--- src/rtl/core/ebc_pkg.sv ---
// Shared types, operation codes and helpers for the 8-bit CPU execute unit.
// No dependencies; every other file in rtl/core imports this package.
`default_nettype none
package ebc_pkg;

	localparam int STACK_AW = 8;
	localparam int STACK_DEPTH = 1 << STACK_AW;
	localparam logic [7:0] SP_RESET = 8'hFD;
	localparam logic [7:0] P_RESET = 8'h24;
	localparam logic [15:0] VECTOR_RESET = 16'h0000;

	// Status bit positions
	localparam int FC = 0;
	localparam int FZ = 1;
	localparam int FI = 2;
	localparam int FD = 3;
	localparam int FB = 4;
	localparam int FU = 5;
	localparam int FV = 6;
	localparam int FN = 7;

	// Operation codes
	localparam logic [5:0] OP_ADC = 6'd0,  OP_AND = 6'd1,  OP_ASL = 6'd2,  OP_BCC = 6'd3;
	localparam logic [5:0] OP_BCS = 6'd4,  OP_BEQ = 6'd5,  OP_BIT = 6'd6,  OP_BMI = 6'd7;
	localparam logic [5:0] OP_BNE = 6'd8,  OP_BPL = 6'd9,  OP_BRK = 6'd10, OP_BVC = 6'd11;
	localparam logic [5:0] OP_BVS = 6'd12, OP_CLC = 6'd13, OP_CLD = 6'd14, OP_CLI = 6'd15;
	localparam logic [5:0] OP_CLV = 6'd16, OP_CMP = 6'd17, OP_CPX = 6'd18, OP_CPY = 6'd19;
	localparam logic [5:0] OP_DEC = 6'd20, OP_DEX = 6'd21, OP_DEY = 6'd22, OP_EOR = 6'd23;
	localparam logic [5:0] OP_INC = 6'd24, OP_INX = 6'd25, OP_INY = 6'd26, OP_JMP = 6'd27;
	localparam logic [5:0] OP_JSR = 6'd28, OP_LDA = 6'd29, OP_LDX = 6'd30, OP_LDY = 6'd31;
	localparam logic [5:0] OP_LSR = 6'd32, OP_NOP = 6'd33, OP_ORA = 6'd34, OP_PHA = 6'd35;
	localparam logic [5:0] OP_PHP = 6'd36, OP_PLA = 6'd37, OP_PLP = 6'd38, OP_ROL = 6'd39;
	localparam logic [5:0] OP_ROR = 6'd40, OP_RTI = 6'd41, OP_RTS = 6'd42, OP_SBC = 6'd43;
	localparam logic [5:0] OP_SEC = 6'd44, OP_SED = 6'd45, OP_SEI = 6'd46, OP_STA = 6'd47;
	localparam logic [5:0] OP_STX = 6'd48, OP_STY = 6'd49, OP_TAX = 6'd50, OP_TAY = 6'd51;
	localparam logic [5:0] OP_TSX = 6'd52, OP_TXA = 6'd53, OP_TXS = 6'd54, OP_TYA = 6'd55;
	localparam logic [5:0] OP_LAX = 6'd56, OP_SAX = 6'd57, OP_DCP = 6'd58, OP_ISB = 6'd59;
	localparam logic [5:0] OP_SLO = 6'd60, OP_RLA = 6'd61, OP_SRE = 6'd62, OP_RRA = 6'd63;

	typedef struct packed {
		logic [5:0]  action;
		logic [7:0]  operand_value;
		logic [15:0] operand_address;
		logic        accumulator_mode;
		logic        page_crossed;
		logic [15:0] next_pc;
	} instr_t;

	typedef struct packed {
		logic        mem_write;
		logic [15:0] mem_address;
		logic [7:0]  mem_data;
		logic [15:0] new_pc;
		logic [7:0]  acc_out;
		logic [7:0]  x_out;
		logic [7:0]  y_out;
		logic [7:0]  stack_pointer_out;
		logic [7:0]  flags_out;
		logic        branch_taken;
		logic        extra_page_cycle;
	} result_t;

	typedef struct packed {
		logic [7:0] a;
		logic [7:0] x;
		logic [7:0] y;
		logic [7:0] s;
		logic [7:0] p;
	} regs_t;

	// Bytes pulled from the stack, oldest first; the last one is the live read data
	typedef struct packed {
		logic [7:0] b0;
		logic [7:0] b1;
		logic [7:0] b2;
	} pulled_t;

	// Number of stack pushes for an operation
	function automatic logic [1:0] push_count(input logic [5:0] op);
		unique case (op)
			OP_BRK: push_count = 2'd3;
			OP_JSR: push_count = 2'd2;
			OP_PHA, OP_PHP: push_count = 2'd1;
			default: push_count = 2'd0;
		endcase
	endfunction

	// Number of stack pulls for an operation
	function automatic logic [1:0] pull_count(input logic [5:0] op);
		unique case (op)
			OP_RTI: pull_count = 2'd3;
			OP_RTS: pull_count = 2'd2;
			OP_PLA, OP_PLP: pull_count = 2'd1;
			default: pull_count = 2'd0;
		endcase
	endfunction

endpackage
`default_nettype wire

--- src/rtl/core/ebc_stack_ram.sv ---
// Stack page: 256 x 8 synchronous memory, one write and one registered read port.
// Per-entry valid bits make unwritten entries read as zero after reset. Uses ebc_pkg.
`default_nettype none
module ebc_stack_ram (
	input  wire logic                         clk,
	input  wire logic                         arst_n,
	input  wire logic                         we,
	input  wire logic [ebc_pkg::STACK_AW-1:0] waddr,
	input  wire logic [7:0]                   wdata,
	input  wire logic                         re,
	input  wire logic [ebc_pkg::STACK_AW-1:0] raddr,
	output logic      [7:0]                   rdata
);
	import ebc_pkg::*;

	logic [7:0]             mem [STACK_DEPTH];
	logic [STACK_DEPTH-1:0] valid_q;
	logic [7:0]             rd_q;
	logic                   rvalid_q;

	// Write the array
	always_ff @(posedge clk) begin
		if (we) begin
			mem[waddr] <= wdata;
		end
	end

	// Mark written entries
	always_ff @(posedge clk or negedge arst_n) begin
		if (!arst_n) begin
			valid_q <= '0;
		end else if (we) begin
			valid_q[waddr] <= 1'b1;
		end
	end

	// Register the read
	always_ff @(posedge clk or negedge arst_n) begin
		if (!arst_n) begin
			rvalid_q <= 1'b0;
		end else if (re) begin
			rvalid_q <= valid_q[raddr];
		end
	end

	always_ff @(posedge clk) begin
		if (re) begin
			rd_q <= mem[raddr];
		end
	end

	assign rdata = rvalid_q ? rd_q : 8'h00;

endmodule
`default_nettype wire

--- src/rtl/core/ebc_alu.sv ---
// Final step of one instruction: register, flag, PC and memory-write results.
// Takes the register file, pulled stack bytes and the break vector. Uses ebc_pkg.
`default_nettype none
module ebc_alu (
	input  wire ebc_pkg::instr_t  instr,
	input  wire ebc_pkg::regs_t   regs,
	input  wire ebc_pkg::pulled_t pulled,
	input  wire logic [15:0]      vector,
	output ebc_pkg::regs_t        regs_nx,
	output ebc_pkg::result_t      result
);
	import ebc_pkg::*;

	logic [7:0]  m;
	logic [7:0]  a_sh;
	logic [7:0]  sh_r;
	logic        sh_c;
	logic [7:0]  inc_r;
	logic [7:0]  dec_r;
	logic [7:0]  adc_v;
	logic [7:0]  adc_a;
	logic        adc_cin;
	logic [8:0]  adc_sum;
	logic [7:0]  cmp_reg;
	logic [7:0]  cmp_v;
	logic [8:0]  cmp_diff;
	logic [15:0] pc_lo;
	logic        cond;
	logic        isbr;
	logic [7:0]  nzv;
	logic        set_nz;

	assign m     = instr.operand_value;
	assign inc_r = m + 8'd1;
	assign dec_r = m - 8'd1;

	// Shift unit shared by the shift and combined operations
	always_comb begin
		case (instr.action)
			OP_ASL, OP_SLO: begin sh_c = m[7]; sh_r = {m[6:0], 1'b0}; end
			OP_LSR, OP_SRE: begin sh_c = m[0]; sh_r = {1'b0, m[7:1]}; end
			OP_ROL, OP_RLA: begin sh_c = m[7]; sh_r = {m[6:0], regs.p[FC]}; end
			default:        begin sh_c = m[0]; sh_r = {regs.p[FC], m[7:1]}; end
		endcase
	end

	// Accumulator as seen by a combined op after an accumulator-mode shift
	assign a_sh = instr.accumulator_mode ? sh_r : regs.a;

	// Adder operands
	always_comb begin
		adc_a   = regs.a;
		adc_cin = regs.p[FC];
		case (instr.action)
			OP_SBC:  adc_v = ~m;
			OP_ISB:  adc_v = ~inc_r;
			OP_RRA:  begin adc_v = sh_r; adc_a = a_sh; adc_cin = sh_c; end
			default: adc_v = m;
		endcase
	end
	assign adc_sum = {1'b0, adc_a} + {1'b0, adc_v} + {8'h00, adc_cin};

	// Comparator operands
	always_comb begin
		cmp_v = m;
		case (instr.action)
			OP_CPX:  cmp_reg = regs.x;
			OP_CPY:  cmp_reg = regs.y;
			OP_DCP:  begin cmp_reg = regs.a; cmp_v = dec_r; end
			default: cmp_reg = regs.a;
		endcase
	end
	assign cmp_diff = {1'b0, cmp_reg} - {1'b0, cmp_v};

	assign pc_lo = {pulled.b2, pulled.b1};

	// Decode and update
	always_comb begin
		regs_nx = regs;
		result  = '0;
		result.new_pc = instr.next_pc;
		isbr   = 1'b0;
		cond   = 1'b0;
		nzv    = 8'h00;
		set_nz = 1'b0;
		unique case (instr.action)
			OP_ADC, OP_SBC, OP_ISB, OP_RRA: begin
				regs_nx.a = adc_sum[7:0];
				regs_nx.p[FC] = adc_sum[8];
				regs_nx.p[FV] = (~(adc_a[7] ^ adc_v[7])) & (adc_a[7] ^ adc_sum[7]);
				nzv = adc_sum[7:0]; set_nz = 1'b1;
				if (instr.action == OP_ISB) begin
					result.mem_write = 1'b1; result.mem_data = inc_r;
				end
				if (instr.action == OP_RRA && !instr.accumulator_mode) begin
					result.mem_write = 1'b1; result.mem_data = sh_r;
				end
			end
			OP_AND: begin regs_nx.a = regs.a & m; nzv = regs.a & m; set_nz = 1'b1; end
			OP_EOR: begin regs_nx.a = regs.a ^ m; nzv = regs.a ^ m; set_nz = 1'b1; end
			OP_ORA: begin regs_nx.a = regs.a | m; nzv = regs.a | m; set_nz = 1'b1; end
			OP_ASL, OP_LSR, OP_ROL, OP_ROR: begin
				regs_nx.p[FC] = sh_c; nzv = sh_r; set_nz = 1'b1;
				if (instr.accumulator_mode) begin
					regs_nx.a = sh_r;
				end else begin
					result.mem_write = 1'b1; result.mem_data = sh_r;
				end
			end
			OP_SLO, OP_RLA, OP_SRE: begin
				regs_nx.p[FC] = sh_c; set_nz = 1'b1;
				if (!instr.accumulator_mode) begin
					result.mem_write = 1'b1; result.mem_data = sh_r;
				end
				case (instr.action)
					OP_SLO:  nzv = a_sh | sh_r;
					OP_RLA:  nzv = a_sh & sh_r;
					default: nzv = a_sh ^ sh_r;
				endcase
				regs_nx.a = nzv;
			end
			OP_BCC: begin isbr = 1'b1; cond = ~regs.p[FC]; end
			OP_BCS: begin isbr = 1'b1; cond = regs.p[FC]; end
			OP_BEQ: begin isbr = 1'b1; cond = regs.p[FZ]; end
			OP_BMI: begin isbr = 1'b1; cond = regs.p[FN]; end
			OP_BNE: begin isbr = 1'b1; cond = ~regs.p[FZ]; end
			OP_BPL: begin isbr = 1'b1; cond = ~regs.p[FN]; end
			OP_BVC: begin isbr = 1'b1; cond = ~regs.p[FV]; end
			OP_BVS: begin isbr = 1'b1; cond = regs.p[FV]; end
			OP_BIT: begin
				regs_nx.p[FZ] = (m & regs.a) == 8'h00;
				regs_nx.p[FV] = m[6];
				regs_nx.p[FN] = m[7];
			end
			OP_BRK: begin
				regs_nx.s = regs.s - 8'd1;
				regs_nx.p[FI] = 1'b1;
				regs_nx.p[FB] = 1'b1;
				result.new_pc = vector;
			end
			OP_CLC: regs_nx.p[FC] = 1'b0;
			OP_CLD: regs_nx.p[FD] = 1'b0;
			OP_CLI: regs_nx.p[FI] = 1'b0;
			OP_CLV: regs_nx.p[FV] = 1'b0;
			OP_SEC: regs_nx.p[FC] = 1'b1;
			OP_SED: regs_nx.p[FD] = 1'b1;
			OP_SEI: regs_nx.p[FI] = 1'b1;
			OP_CMP, OP_CPX, OP_CPY, OP_DCP: begin
				regs_nx.p[FC] = ~cmp_diff[8];
				regs_nx.p[FZ] = cmp_diff[7:0] == 8'h00;
				regs_nx.p[FN] = cmp_diff[7];
				if (instr.action == OP_DCP) begin
					result.mem_write = 1'b1; result.mem_data = dec_r;
				end
			end
			OP_DEC: begin result.mem_write = 1'b1; result.mem_data = dec_r;
				nzv = dec_r; set_nz = 1'b1; end
			OP_INC: begin result.mem_write = 1'b1; result.mem_data = inc_r;
				nzv = inc_r; set_nz = 1'b1; end
			OP_DEX: begin regs_nx.x = regs.x - 8'd1; nzv = regs.x - 8'd1; set_nz = 1'b1; end
			OP_DEY: begin regs_nx.y = regs.y - 8'd1; nzv = regs.y - 8'd1; set_nz = 1'b1; end
			OP_INX: begin regs_nx.x = regs.x + 8'd1; nzv = regs.x + 8'd1; set_nz = 1'b1; end
			OP_INY: begin regs_nx.y = regs.y + 8'd1; nzv = regs.y + 8'd1; set_nz = 1'b1; end
			OP_JMP: result.new_pc = instr.operand_address;
			OP_JSR: begin regs_nx.s = regs.s - 8'd1; result.new_pc = instr.operand_address; end
			OP_LDA: begin regs_nx.a = m; nzv = m; set_nz = 1'b1; end
			OP_LDX: begin regs_nx.x = m; nzv = m; set_nz = 1'b1; end
			OP_LDY: begin regs_nx.y = m; nzv = m; set_nz = 1'b1; end
			OP_LAX: begin regs_nx.a = m; regs_nx.x = m; nzv = m; set_nz = 1'b1; end
			OP_NOP: ;
			OP_PHA, OP_PHP: regs_nx.s = regs.s - 8'd1;
			OP_PLA: begin regs_nx.a = pulled.b2; nzv = pulled.b2; set_nz = 1'b1; end
			OP_PLP: regs_nx.p = (pulled.b2 & ~(8'h01 << FB)) | (8'h01 << FU);
			OP_RTI: begin
				regs_nx.p = (pulled.b0 & ~(8'h01 << FB)) | (8'h01 << FU);
				result.new_pc = pc_lo;
			end
			OP_RTS: result.new_pc = {pulled.b2, pulled.b0} + 16'd1;
			OP_STA: begin result.mem_write = 1'b1; result.mem_data = regs.a; end
			OP_STX: begin result.mem_write = 1'b1; result.mem_data = regs.x; end
			OP_STY: begin result.mem_write = 1'b1; result.mem_data = regs.y; end
			OP_SAX: begin result.mem_write = 1'b1; result.mem_data = regs.a & regs.x; end
			OP_TAX: begin regs_nx.x = regs.a; nzv = regs.a; set_nz = 1'b1; end
			OP_TAY: begin regs_nx.y = regs.a; nzv = regs.a; set_nz = 1'b1; end
			OP_TSX: begin regs_nx.x = regs.s; nzv = regs.s; set_nz = 1'b1; end
			OP_TXA: begin regs_nx.a = regs.x; nzv = regs.x; set_nz = 1'b1; end
			OP_TXS: regs_nx.s = regs.x;
			OP_TYA: begin regs_nx.a = regs.y; nzv = regs.y; set_nz = 1'b1; end
			default: ;
		endcase
		if (set_nz) begin
			regs_nx.p[FZ] = nzv == 8'h00;
			regs_nx.p[FN] = nzv[7];
		end
		if (result.mem_write) begin
			result.mem_address = instr.operand_address;
		end
		result.branch_taken = isbr & cond;
		result.extra_page_cycle = instr.page_crossed & (~isbr | cond);
		if (isbr && cond) begin
			result.new_pc = instr.operand_address;
		end
		result.acc_out           = regs_nx.a;
		result.x_out             = regs_nx.x;
		result.y_out             = regs_nx.y;
		result.stack_pointer_out = regs_nx.s;
		result.flags_out         = regs_nx.p;
	end

endmodule
`default_nettype wire

--- src/rtl/core/eight_bit_cpu_execute_unit.sv ---
// Execute unit of an 8-bit CPU: register file, stack sequencer and result register.
// Depends on ebc_pkg, ebc_stack_ram and ebc_alu.
//
// Usage:
//  - instr channel (valid/ready) carries one decoded instruction per transfer.
//  - result channel (valid/ready) returns exactly one result per instruction,
//    in order, from an output register.
//  - cfg channel (valid/ready, always ready) writes break_vector; write it
//    only while no instruction is in flight.
// Sequencing: each stack push (BRK 3, JSR 2, PHA/PHP 1) takes its own sequencer
// step, and each pull (PLA/PLP 1, RTS 2, RTI 3) a read step and a read-data step,
// as the stack memory read is registered; other instructions need a single step.
// The result is registered on the final step and is valid in the cycle after it.
// A new instruction is taken in the cycle the previous one finishes, so plain
// instructions sustain one per cycle while result_ready stays high.
// Reset: A=X=Y=0, S=0xFD, P=0x24, break_vector=0, stack page reads as zero.
// Stall: while result_ready is low and a result waits, the final step holds,
// and instr_ready drops once the sequencer is occupied.
`default_nettype none
module eight_bit_cpu_execute_unit (
	input  wire logic             clk,
	input  wire logic             arst_n,
	input  wire logic             instr_valid,
	output logic                  instr_ready,
	input  wire ebc_pkg::instr_t  instr,
	output logic                  result_valid,
	input  wire logic             result_ready,
	output ebc_pkg::result_t      result,
	input  wire logic             cfg_valid,
	output logic                  cfg_ready,
	input  wire logic [15:0]      cfg_data
);
	import ebc_pkg::*;

	instr_t     item_q;
	logic       busy_q;
	logic [2:0] step_q;
	regs_t      regs_q;
	logic [15:0] vector_q;
	logic [7:0] b0_q;
	logic [7:0] b1_q;
	result_t    result_q;
	logic       result_valid_q;

	logic [1:0]  npush;
	logic [1:0]  npull;
	logic [2:0]  last_step;
	logic        final_step;
	logic        out_free;
	logic        fin;
	logic        advance;
	logic        push_we;
	logic [7:0]  push_data;
	logic        pull_re;
	logic [7:0]  rdata;
	logic [15:0] pc_plus;
	logic [15:0] pc_minus;
	pulled_t     pulled;
	regs_t       regs_nx;
	result_t     alu_result;

	assign npush = push_count(item_q.action);
	assign npull = pull_count(item_q.action);

	// Last sequencer step of the current instruction
	always_comb begin
		if (npull != 2'd0) begin
			last_step = {npull, 1'b0} - 3'd1;
		end else if (npush != 2'd0) begin
			last_step = {1'b0, npush} - 3'd1;
		end else begin
			last_step = 3'd0;
		end
	end

	assign final_step  = busy_q && (step_q == last_step);
	assign out_free    = !result_valid_q || result_ready;
	assign fin         = final_step && out_free;
	assign advance     = busy_q && !final_step;
	assign instr_ready = !busy_q || fin;
	assign cfg_ready   = 1'b1;

	// Select the pushed byte
	assign pc_plus  = item_q.next_pc + 16'd1;
	assign pc_minus = item_q.next_pc - 16'd1;
	always_comb begin
		push_data = regs_q.p | (8'h01 << FB) | (8'h01 << FU);
		case (item_q.action)
			OP_BRK: begin
				if (step_q == 3'd0) begin
					push_data = pc_plus[15:8];
				end else if (step_q == 3'd1) begin
					push_data = pc_plus[7:0];
				end
			end
			OP_JSR:  push_data = (step_q == 3'd0) ? pc_minus[15:8] : pc_minus[7:0];
			OP_PHA:  push_data = regs_q.a;
			default: ;
		endcase
	end

	assign push_we = (npush != 2'd0) && (advance || fin);
	assign pull_re = (npull != 2'd0) && busy_q && !step_q[0];

	ebc_stack_ram u_stack (
		.clk    (clk),
		.arst_n (arst_n),
		.we     (push_we),
		.waddr  (regs_q.s),
		.wdata  (push_data),
		.re     (pull_re),
		.raddr  (regs_q.s + 8'd1),
		.rdata  (rdata)
	);

	assign pulled.b0 = b0_q;
	assign pulled.b1 = b1_q;
	assign pulled.b2 = rdata;

	ebc_alu u_alu (
		.instr   (item_q),
		.regs    (regs_q),
		.pulled  (pulled),
		.vector  (vector_q),
		.regs_nx (regs_nx),
		.result  (alu_result)
	);

	// Sequencer control
	always_ff @(posedge clk or negedge arst_n) begin
		if (!arst_n) begin
			busy_q <= 1'b0;
			step_q <= 3'd0;
		end else if (instr_valid && instr_ready) begin
			busy_q <= 1'b1;
			step_q <= 3'd0;
		end else if (fin) begin
			busy_q <= 1'b0;
		end else if (advance) begin
			step_q <= step_q + 3'd1;
		end
	end

	// Hold the instruction under execution
	always_ff @(posedge clk) begin
		if (instr_valid && instr_ready) begin
			item_q <= instr;
		end
	end

	// Capture pulled bytes on intermediate read-data steps
	always_ff @(posedge clk) begin
		if (advance && (npull != 2'd0) && step_q[0]) begin
			if (step_q == 3'd1) begin
				b0_q <= rdata;
			end else begin
				b1_q <= rdata;
			end
		end
	end

	// Register file and stack pointer
	always_ff @(posedge clk or negedge arst_n) begin
		if (!arst_n) begin
			regs_q.a <= 8'h00;
			regs_q.x <= 8'h00;
			regs_q.y <= 8'h00;
			regs_q.s <= SP_RESET;
			regs_q.p <= P_RESET;
		end else if (fin) begin
			regs_q <= regs_nx;
		end else if (advance && (npush != 2'd0)) begin
			regs_q.s <= regs_q.s - 8'd1;
		end else if (pull_re) begin
			regs_q.s <= regs_q.s + 8'd1;
		end
	end

	// Break vector register
	always_ff @(posedge clk or negedge arst_n) begin
		if (!arst_n) begin
			vector_q <= VECTOR_RESET;
		end else if (cfg_valid && cfg_ready) begin
			vector_q <= cfg_data;
		end
	end

	// Output register: load on finish, drop on transfer
	always_ff @(posedge clk or negedge arst_n) begin
		if (!arst_n) begin
			result_valid_q <= 1'b0;
		end else if (fin) begin
			result_valid_q <= 1'b1;
		end else if (result_ready) begin
			result_valid_q <= 1'b0;
		end
	end

	always_ff @(posedge clk) begin
		if (fin) begin
			result_q <= alu_result;
		end
	end

	assign result_valid = result_valid_q;
	assign result       = result_q;

endmodule
`default_nettype wire
--- config.mk ---
export PLATFORM = sky130hd
export DESIGN_NAME = eight_bit_cpu_execute_unit
export DESIGN_NICKNAME = d
export VERILOG_FILES = /design/src/rtl/core/ebc_pkg.sv /design/src/rtl/core/ebc_stack_ram.sv /design/src/rtl/core/ebc_alu.sv /design/src/rtl/core/eight_bit_cpu_execute_unit.sv
export SDC_FILE = /design/constraint.sdc
export NUM_CORES = 2
export LEC_CHECK = 0
export BUFFER_PORTS_ARGS = -buffer_cell sky130_fd_sc_hd__buf_2
export CAP_MARGIN = 10
export CORE_MARGIN = 1
export CORE_UTILIZATION = 35
export CTS_CLUSTER_SIZE = 14
export DETAILED_ROUTE_END_ITERATION = 16
export PLACE_DENSITY = 0.49
export SETUP_SLACK_MARGIN = 0.2
export SYNTH_ARGS = -nofsm -noshare
export SYNTH_HDL_FRONTEND = slang
export SYNTH_SLANG_ARGS = --single-unit
--- constraint.sdc ---
create_clock -name clk -period 16.05 [get_ports clk]
set_input_delay 0 -clock clk [delete_from_list [all_inputs] [get_ports clk]]
set_output_delay 0 -clock clk [all_outputs]
set_load 0.01 [all_outputs]
---- Word level (Yosys, flattened, before mapping) ----
Memories as Yosys holds them, arrays and structs flattened. A register that Yosys moved wholly into a read port is not among the register bits.
Index checks and enable logic that the tools add are counted.
storage, ports and cells
  register bits after elaboration ......... 465
  latch bits .............................. 0
  RAM bits ................................ 2048
  ROM bits ................................ 0
  input port bits ......................... 69
  output and inout bits ................... 86
  memories ................................ 1
memories
  name         words  width  rd ports  clocked after memory_dff  write ports  line                 text
  u_stack.mem  256    8      1         1                         1            ebc_stack_ram.sv:16  logic [7:0] mem [STACK_DEPTH];
cells by class
  add/sub/neg operators ................... 17
  multipliers ............................. 0
  divide/modulo/power cells ............... 0
  $lt $le $gt $ge ......................... 3
  equal/unequal tests ..................... 65
  shift operators ......................... 0
  mux-type cells .......................... 64
  bitwise gates (word level) .............. 24
  reductions and logical operators ........ 57
operators by type and width
  kind                                                                    number
  256-bit OR                                                              1
  6-bit equality test (second input constant)                             31
  8-bit case mux with 18 select lines                                     1
  8-bit 2-to-1 mux                                                        14
  6-bit by 5-bit equality test with 1-bit output (second input constant)  16
  8-bit case mux with 10 select lines                                     1
  8-bit case mux with 3 select lines                                      3
  8-bit case mux with 9 select lines                                      1
  16-bit case mux with 4 select lines                                     1
  6-bit by 4-bit equality test with 1-bit output (second input constant)  8
  8-bit case mux with 2 select lines                                      3
  8-bit case mux with 5 select lines                                      1
  16-bit by 1-bit adder with 16-bit output (second input constant)        2
  8-bit by 1-bit adder with 8-bit output (second input constant)          4
  8-bit case mux with 4 select lines                                      1
  8-bit by 1-bit subtractor with 8-bit output (second input constant)     4
  30-bit OR reduction                                                     1
  8-bit bitwise AND                                                       3
  6-bit by 3-bit equality test with 1-bit output (second input constant)  4
  8-bit logical NOT                                                       3
  4-bit OR reduction                                                      6
  2-bit OR reduction                                                      11
  1-bit case mux with 4 select lines                                      5
  1-bit 2-to-1 mux                                                        19
  other kinds (42)                                                        86

---- Longest topological paths before layout ----
  depth in word-level cells ............... 14
  mapped depth ............................ 20
  mapped depth without buffers ............ 17

---- Modules after synthesis ----
From an unflattened synthesis, not the netlist that was laid out.
second synthesis, totals
  cells, all modules ...................... 6060
  area total of the unflattened synthesis .. 104745.5 um^2
by module, submodules not included
  module                      instances  cells an instance  area an instance (um^2)
  ebc_stack_ram               1          4286               88697.6
  eight_bit_cpu_execute_unit  1          577                8663.3
  ebc_alu                     1          1197               7384.6

---- Least setup slack after synthesis ----
No wires, ideal clock.
  path kind ............................... register to register
  start point ............................. reg item_q[44] in the netlist's numbering
  end point ............................... mem u_stack.mem[0][2], data pin
  arrival time ............................ 12039 ps
  required time ........................... 13862 ps
  path slack .............................. 1823 ps
  stages on the path, launching flop included .. 10
  path buffers ............................ 4
  clock period less this slack ............ 14227 ps
  cell sequence ........................... edfxtp_1 > buf_2 > buf_2 > nor2b_1 > nand2_1 > nor2_1 > clkbuf_1 > buf_2 > a221oi_1 > o21ai_0
between the ends
  cells in the longest elaborated chain, start to end .. 2
  elaborated cells on any way between the ends .. 4
ends and longest elaborated chain
  what                                         line                               text
  from (decl)                                  eight_bit_cpu_execute_unit.sv:35   instr_t item_q;
  from (signal assigned)                       eight_bit_cpu_execute_unit.sv:147  item_q <= instr;
  6-bit equality test (tied with other cells)  eight_bit_cpu_execute_unit.sv:88   case (item_q.action)
  8-bit case mux with 3 select lines *         eight_bit_cpu_execute_unit.sv:88
  named net push_data[2]                       eight_bit_cpu_execute_unit.sv:53   logic [7:0] push_data;
  to (decl)                                    ebc_stack_ram.sv:16
The timed path passes the listed nets; every way through them passes the cells marked *.

---- Worst setup path in the final report ----
  start point ............................. reg regs_q[8] in the netlist's numbering
  end point ............................... reg u_stack.rd_q[2], read port of u_stack.mem, data pin
between the ends
  cells in the longest elaborated chain, start to end .. 1
ends and longest elaborated chain
  what                                    line                               text
  from (decl)                             eight_bit_cpu_execute_unit.sv:38   regs_t regs_q;
  from (signal assigned)                  eight_bit_cpu_execute_unit.sv:171  regs_q <= regs_nx;
  8-bit by 1-bit adder with 8-bit output  eight_bit_cpu_execute_unit.sv:112  .raddr (regs_q.s + 8'd1),
  to (decl)                               ebc_stack_ram.sv:18                logic [7:0] rd_q;
Every way passes these cells.
A chain may end at the register's enable or synchronous reset.

==> reports/results.ini <==
[sta]
slew_viol_final = 0
hold_viol_final = 0
clock_skew_ps = 38.8
tightest_slew_ps = 1190
fin_crit_ps = 6440
fmax_mhz = 155
tns_ps = 0
slew_headroom = 0.197
rsz0062_at_grt = no
setup_viol_count_final = 0
period_share = 0.401
fin_ws_ps = 9610

[worst_setup_path]
cpMostUsedCell = mux4_2
cp.arrival_ps = 6960
worstPathMaxFanout = 118
required_ps = 16580
start_kind = flip-flop
crit_path_end_kind = flip-flop
crit_chain = inv_1 > ha_4 > buf_12 > buf_4 > mux4_2 > mux4_2 > mux4_2 > a22oi_1 > nand2_1
slowest_delay_ps = 1090
crit_path_top_delay_cell = dfstp_4
rr_worst_depth = 9
worstSetupPathType = flip-flop to flip-flop

[run_status]
outcome = finished, final reports clean

[power_and_ir_drop]
p_leak_nw = 39.2
powerDensity_mw_per_mm2 = 185
max-vdd-ir-drop_v = 0.000251
total_power_mw = 22.4

[cells_and_area]
drive_gt1_frac = 0.245
regArea_sq_mm = 0.0741
nFillCells = 26600
final_cells = 10100
multi_input_area_sq_mm = 0.0292
syn2layout_area_growth_pct = 14.9
layout.nets = 6114

[clock_network]
cts_tree = done
clk_path_buf_depth = 4
post_cts_buffers = 0
cts_root_buffer = clkbuf_16
post_cts_resized = 0
cts_sinks = 2521
cts_made_buffers = 280
clk_pin_slew_ps = 60
htree_levels = 5
clk_latency_ps = 860

[worst_hold_path]
whs_path_depth = 5
hp-class = input port to flip-flop

[global_routing]
grt_pass1_vias = 57900
grt_use_met3 = 0.0305
grt_max_degree = 182
met1_usage = 0.282
busiest_layer = met2
met2_usage = 0.322
globalRouteOverflowTotal = 0
grt_pass1_wl_microns = 438000
grt_use_total = 0.200
antenna_found_initial = 8

[yosys]
ys_ff_latch = 2521
async_flop_share = 0.126
yosys.area.top_type = edfxtp_1
ys.flop_type = edfxtp_1
yosys_warnings = 0
synthTopCellsByCount = edfxtp_1 (2203), mux4_2 (752), nor2_1 (388)
synth_edf_count = 2203
syn_nets = 5807
ys_types = 86
synth_top_area_share = 0.630
ys_top_cells_by_area = edfxtp_1 (63%), mux4_2 (16%), dfrtp_1 (7.4%)
syn_area_per_cell_sq_um = 18.5
ys_seq_area_frac = 0.706
yosysMostFrequentCell = edfxtp_1
syn_area_sq_mm = 0.105
synth_cells = 5671

[routing]
num_vias = 56800
post_drt_wl_per_cell_microns = 29.9
vias_per_cell = 5.60
dr.pass1.iters = 8
final_antenna_net_count = 0
drc = 0
drt-total-wl_microns = 303000
drtIter0Drc = 5745

[die]
start_util = 0.353
dieArea_sq_mm = 0.302
die_w_microns = 550
core_region_area_sq_mm = 0.298
pin_count = 155
fp-row-count = 200
die_h_microns = 550

[placed_design]
dp_hpwl_microns = 181000
dp_cells = 9483
gp_congestion = 0.918
pre_cts_slack_ps = 9510
port_buffers = 153

[flow_run]
maxCapViolations = 0

==> critical path, delay by kind of cell, from the launching register on <==
kind	cells	cell delay [ps]
adders and majority gates	1	740
buffers and inverters	3	1630
DFF	1	1090
muxes	3	1530
and+or+nand+nor	1	190
AOI/OAI and AO/OA	1	690
==> registers in the layout (all words and copies together), names as in the netlist, 3 cells and up <==
register,flops
b0_q,8
b1_q,8
item_q,48
regs_q,40
result,83
step_q,3
u_stack.mem,2048
u_stack.rd_q,8
u_stack.valid_q,256
vector_q,16
==> where the power goes <==
| group | total (mW) | internal [mW] | switching [mW] |
|---|---|---|---|
| clock | 6.21 | 3.59 | 2.62 |
| sequential | 8.43 | 8.13 | 0.299 |
| combinational | 7.73 | 2.94 | 4.78 |
| total | 22.4 | 14.7 | 7.70 |
==> final cells by class <==
type	instances	area share
flip-flops and latches	2521	0.614
multi-input cells	2659	0.242
diodes	3	0.0000622
well taps	3939	0.0408
clock inverters	144	0.00943
inverters	79	0.00250
repair buffers	437	0.0285
clock buffers	353	0.0631
==> stage by stage <==
| stage | util | hold WS, ps | instance area (sq um) |
|---|---|---|---|
| 3_5_place_dp | 0.371 | 116 | 110000 |
| 5_1_grt | 0.405 | 81.5 | 121000 |
| 3_3_place_gp | 0.371 | 111 | 110000 |
| 4_1_cts | 0.405 | 30.3 | 121000 |
| 2_1_floorplan | - | -296 | 105000 |
| 6_report | 0.405 | 113 | 121000 |
==> repair_timing <==
item | in CTS | in global routing
endpoints found under the hold margin | 160 | 0
hold buffers | 150 | 0
setup endpoints to repair | 0 | 0
==> kinds of logic (layout without fill, tap and decap cells) <==
logic type / after synthesis / count (layout) / synth area share
AO/OA/AOI/OAI: 783 / 783 / 0.0539
XOR/XNOR: 73 / 73 / 0.00616
adder cells (fa/ha/maj): 67 / 67 / 0.00820
buffers and inverters: 491 / 1013 / 0.0194
flip-flops: 2521 / 2521 / 0.706
multiplexers: 799 / 799 / 0.166
other: 1 / 4 / 0.0000357
AND/OR/NAND/NOR: 936 / 936 / 0.0404
==> routing by layer <==
layer	share of wire	wire length [microns]
met5	0.000030	9
met4	0.027	8260
met3	0.058	17500
met2	0.48	145000
met1	0.44	132000
==> path summary, 6_finish.rpt <==
path,startpoint,endpoint,slack [ps]
worst max-delay path,regs_q[8]$_DFFE_PN1P_,u_stack.rd_q[2]$_DFFE_PP_,9610
worst min-delay path,result_ready,result_valid$_DFFE_PN0P_,110
worst max register to register,regs_q[8]$_DFFE_PN1P_,u_stack.rd_q[2]$_DFFE_PP_,9610
worst min register to register,u_stack.valid_q[112]$_DFFE_PN0P_,u_stack.valid_q[112]$_DFFE_PN0P_,470
max in group asynchronous,arst_n,u_stack.valid_q[159]$_DFFE_PN0P_,14650
min in group asynchronous,arst_n,regs_q[5]$_DFFE_PN1P_,340
==> layout by cell type, fill, tap and decap left out, types with 34 or more instances in the layout <==
| master | n |
|---|---|
| edfxtp_1 | 2203 |
| mux4_2 | 752 |
| nor2_1 | 387 |
| dfrtp_1 | 309 |
| clkbuf_16 | 292 |
| o21bai_1 | 257 |
| nand2_1 | 216 |
| buf_2 | 152 |
| dlygate4sd3_1 | 149 |
| buf_4 | 121 |
| o21ai_0 | 104 |
| a21oi_1 | 89 |
| inv_1 | 76 |
| nand3_1 | 75 |
| clkinv_1 | 65 |
| ha_1 | 63 |
| nor3_1 | 58 |
| clkbuf_1 | 53 |
| a22oi_1 | 47 |
| xnor2_1 | 40 |
| a221o_1 | 39 |
| clkinv_2 | 38 |
| mux2_2 | 34 |
No activity file was read; power rests on OpenSTA's default activity.
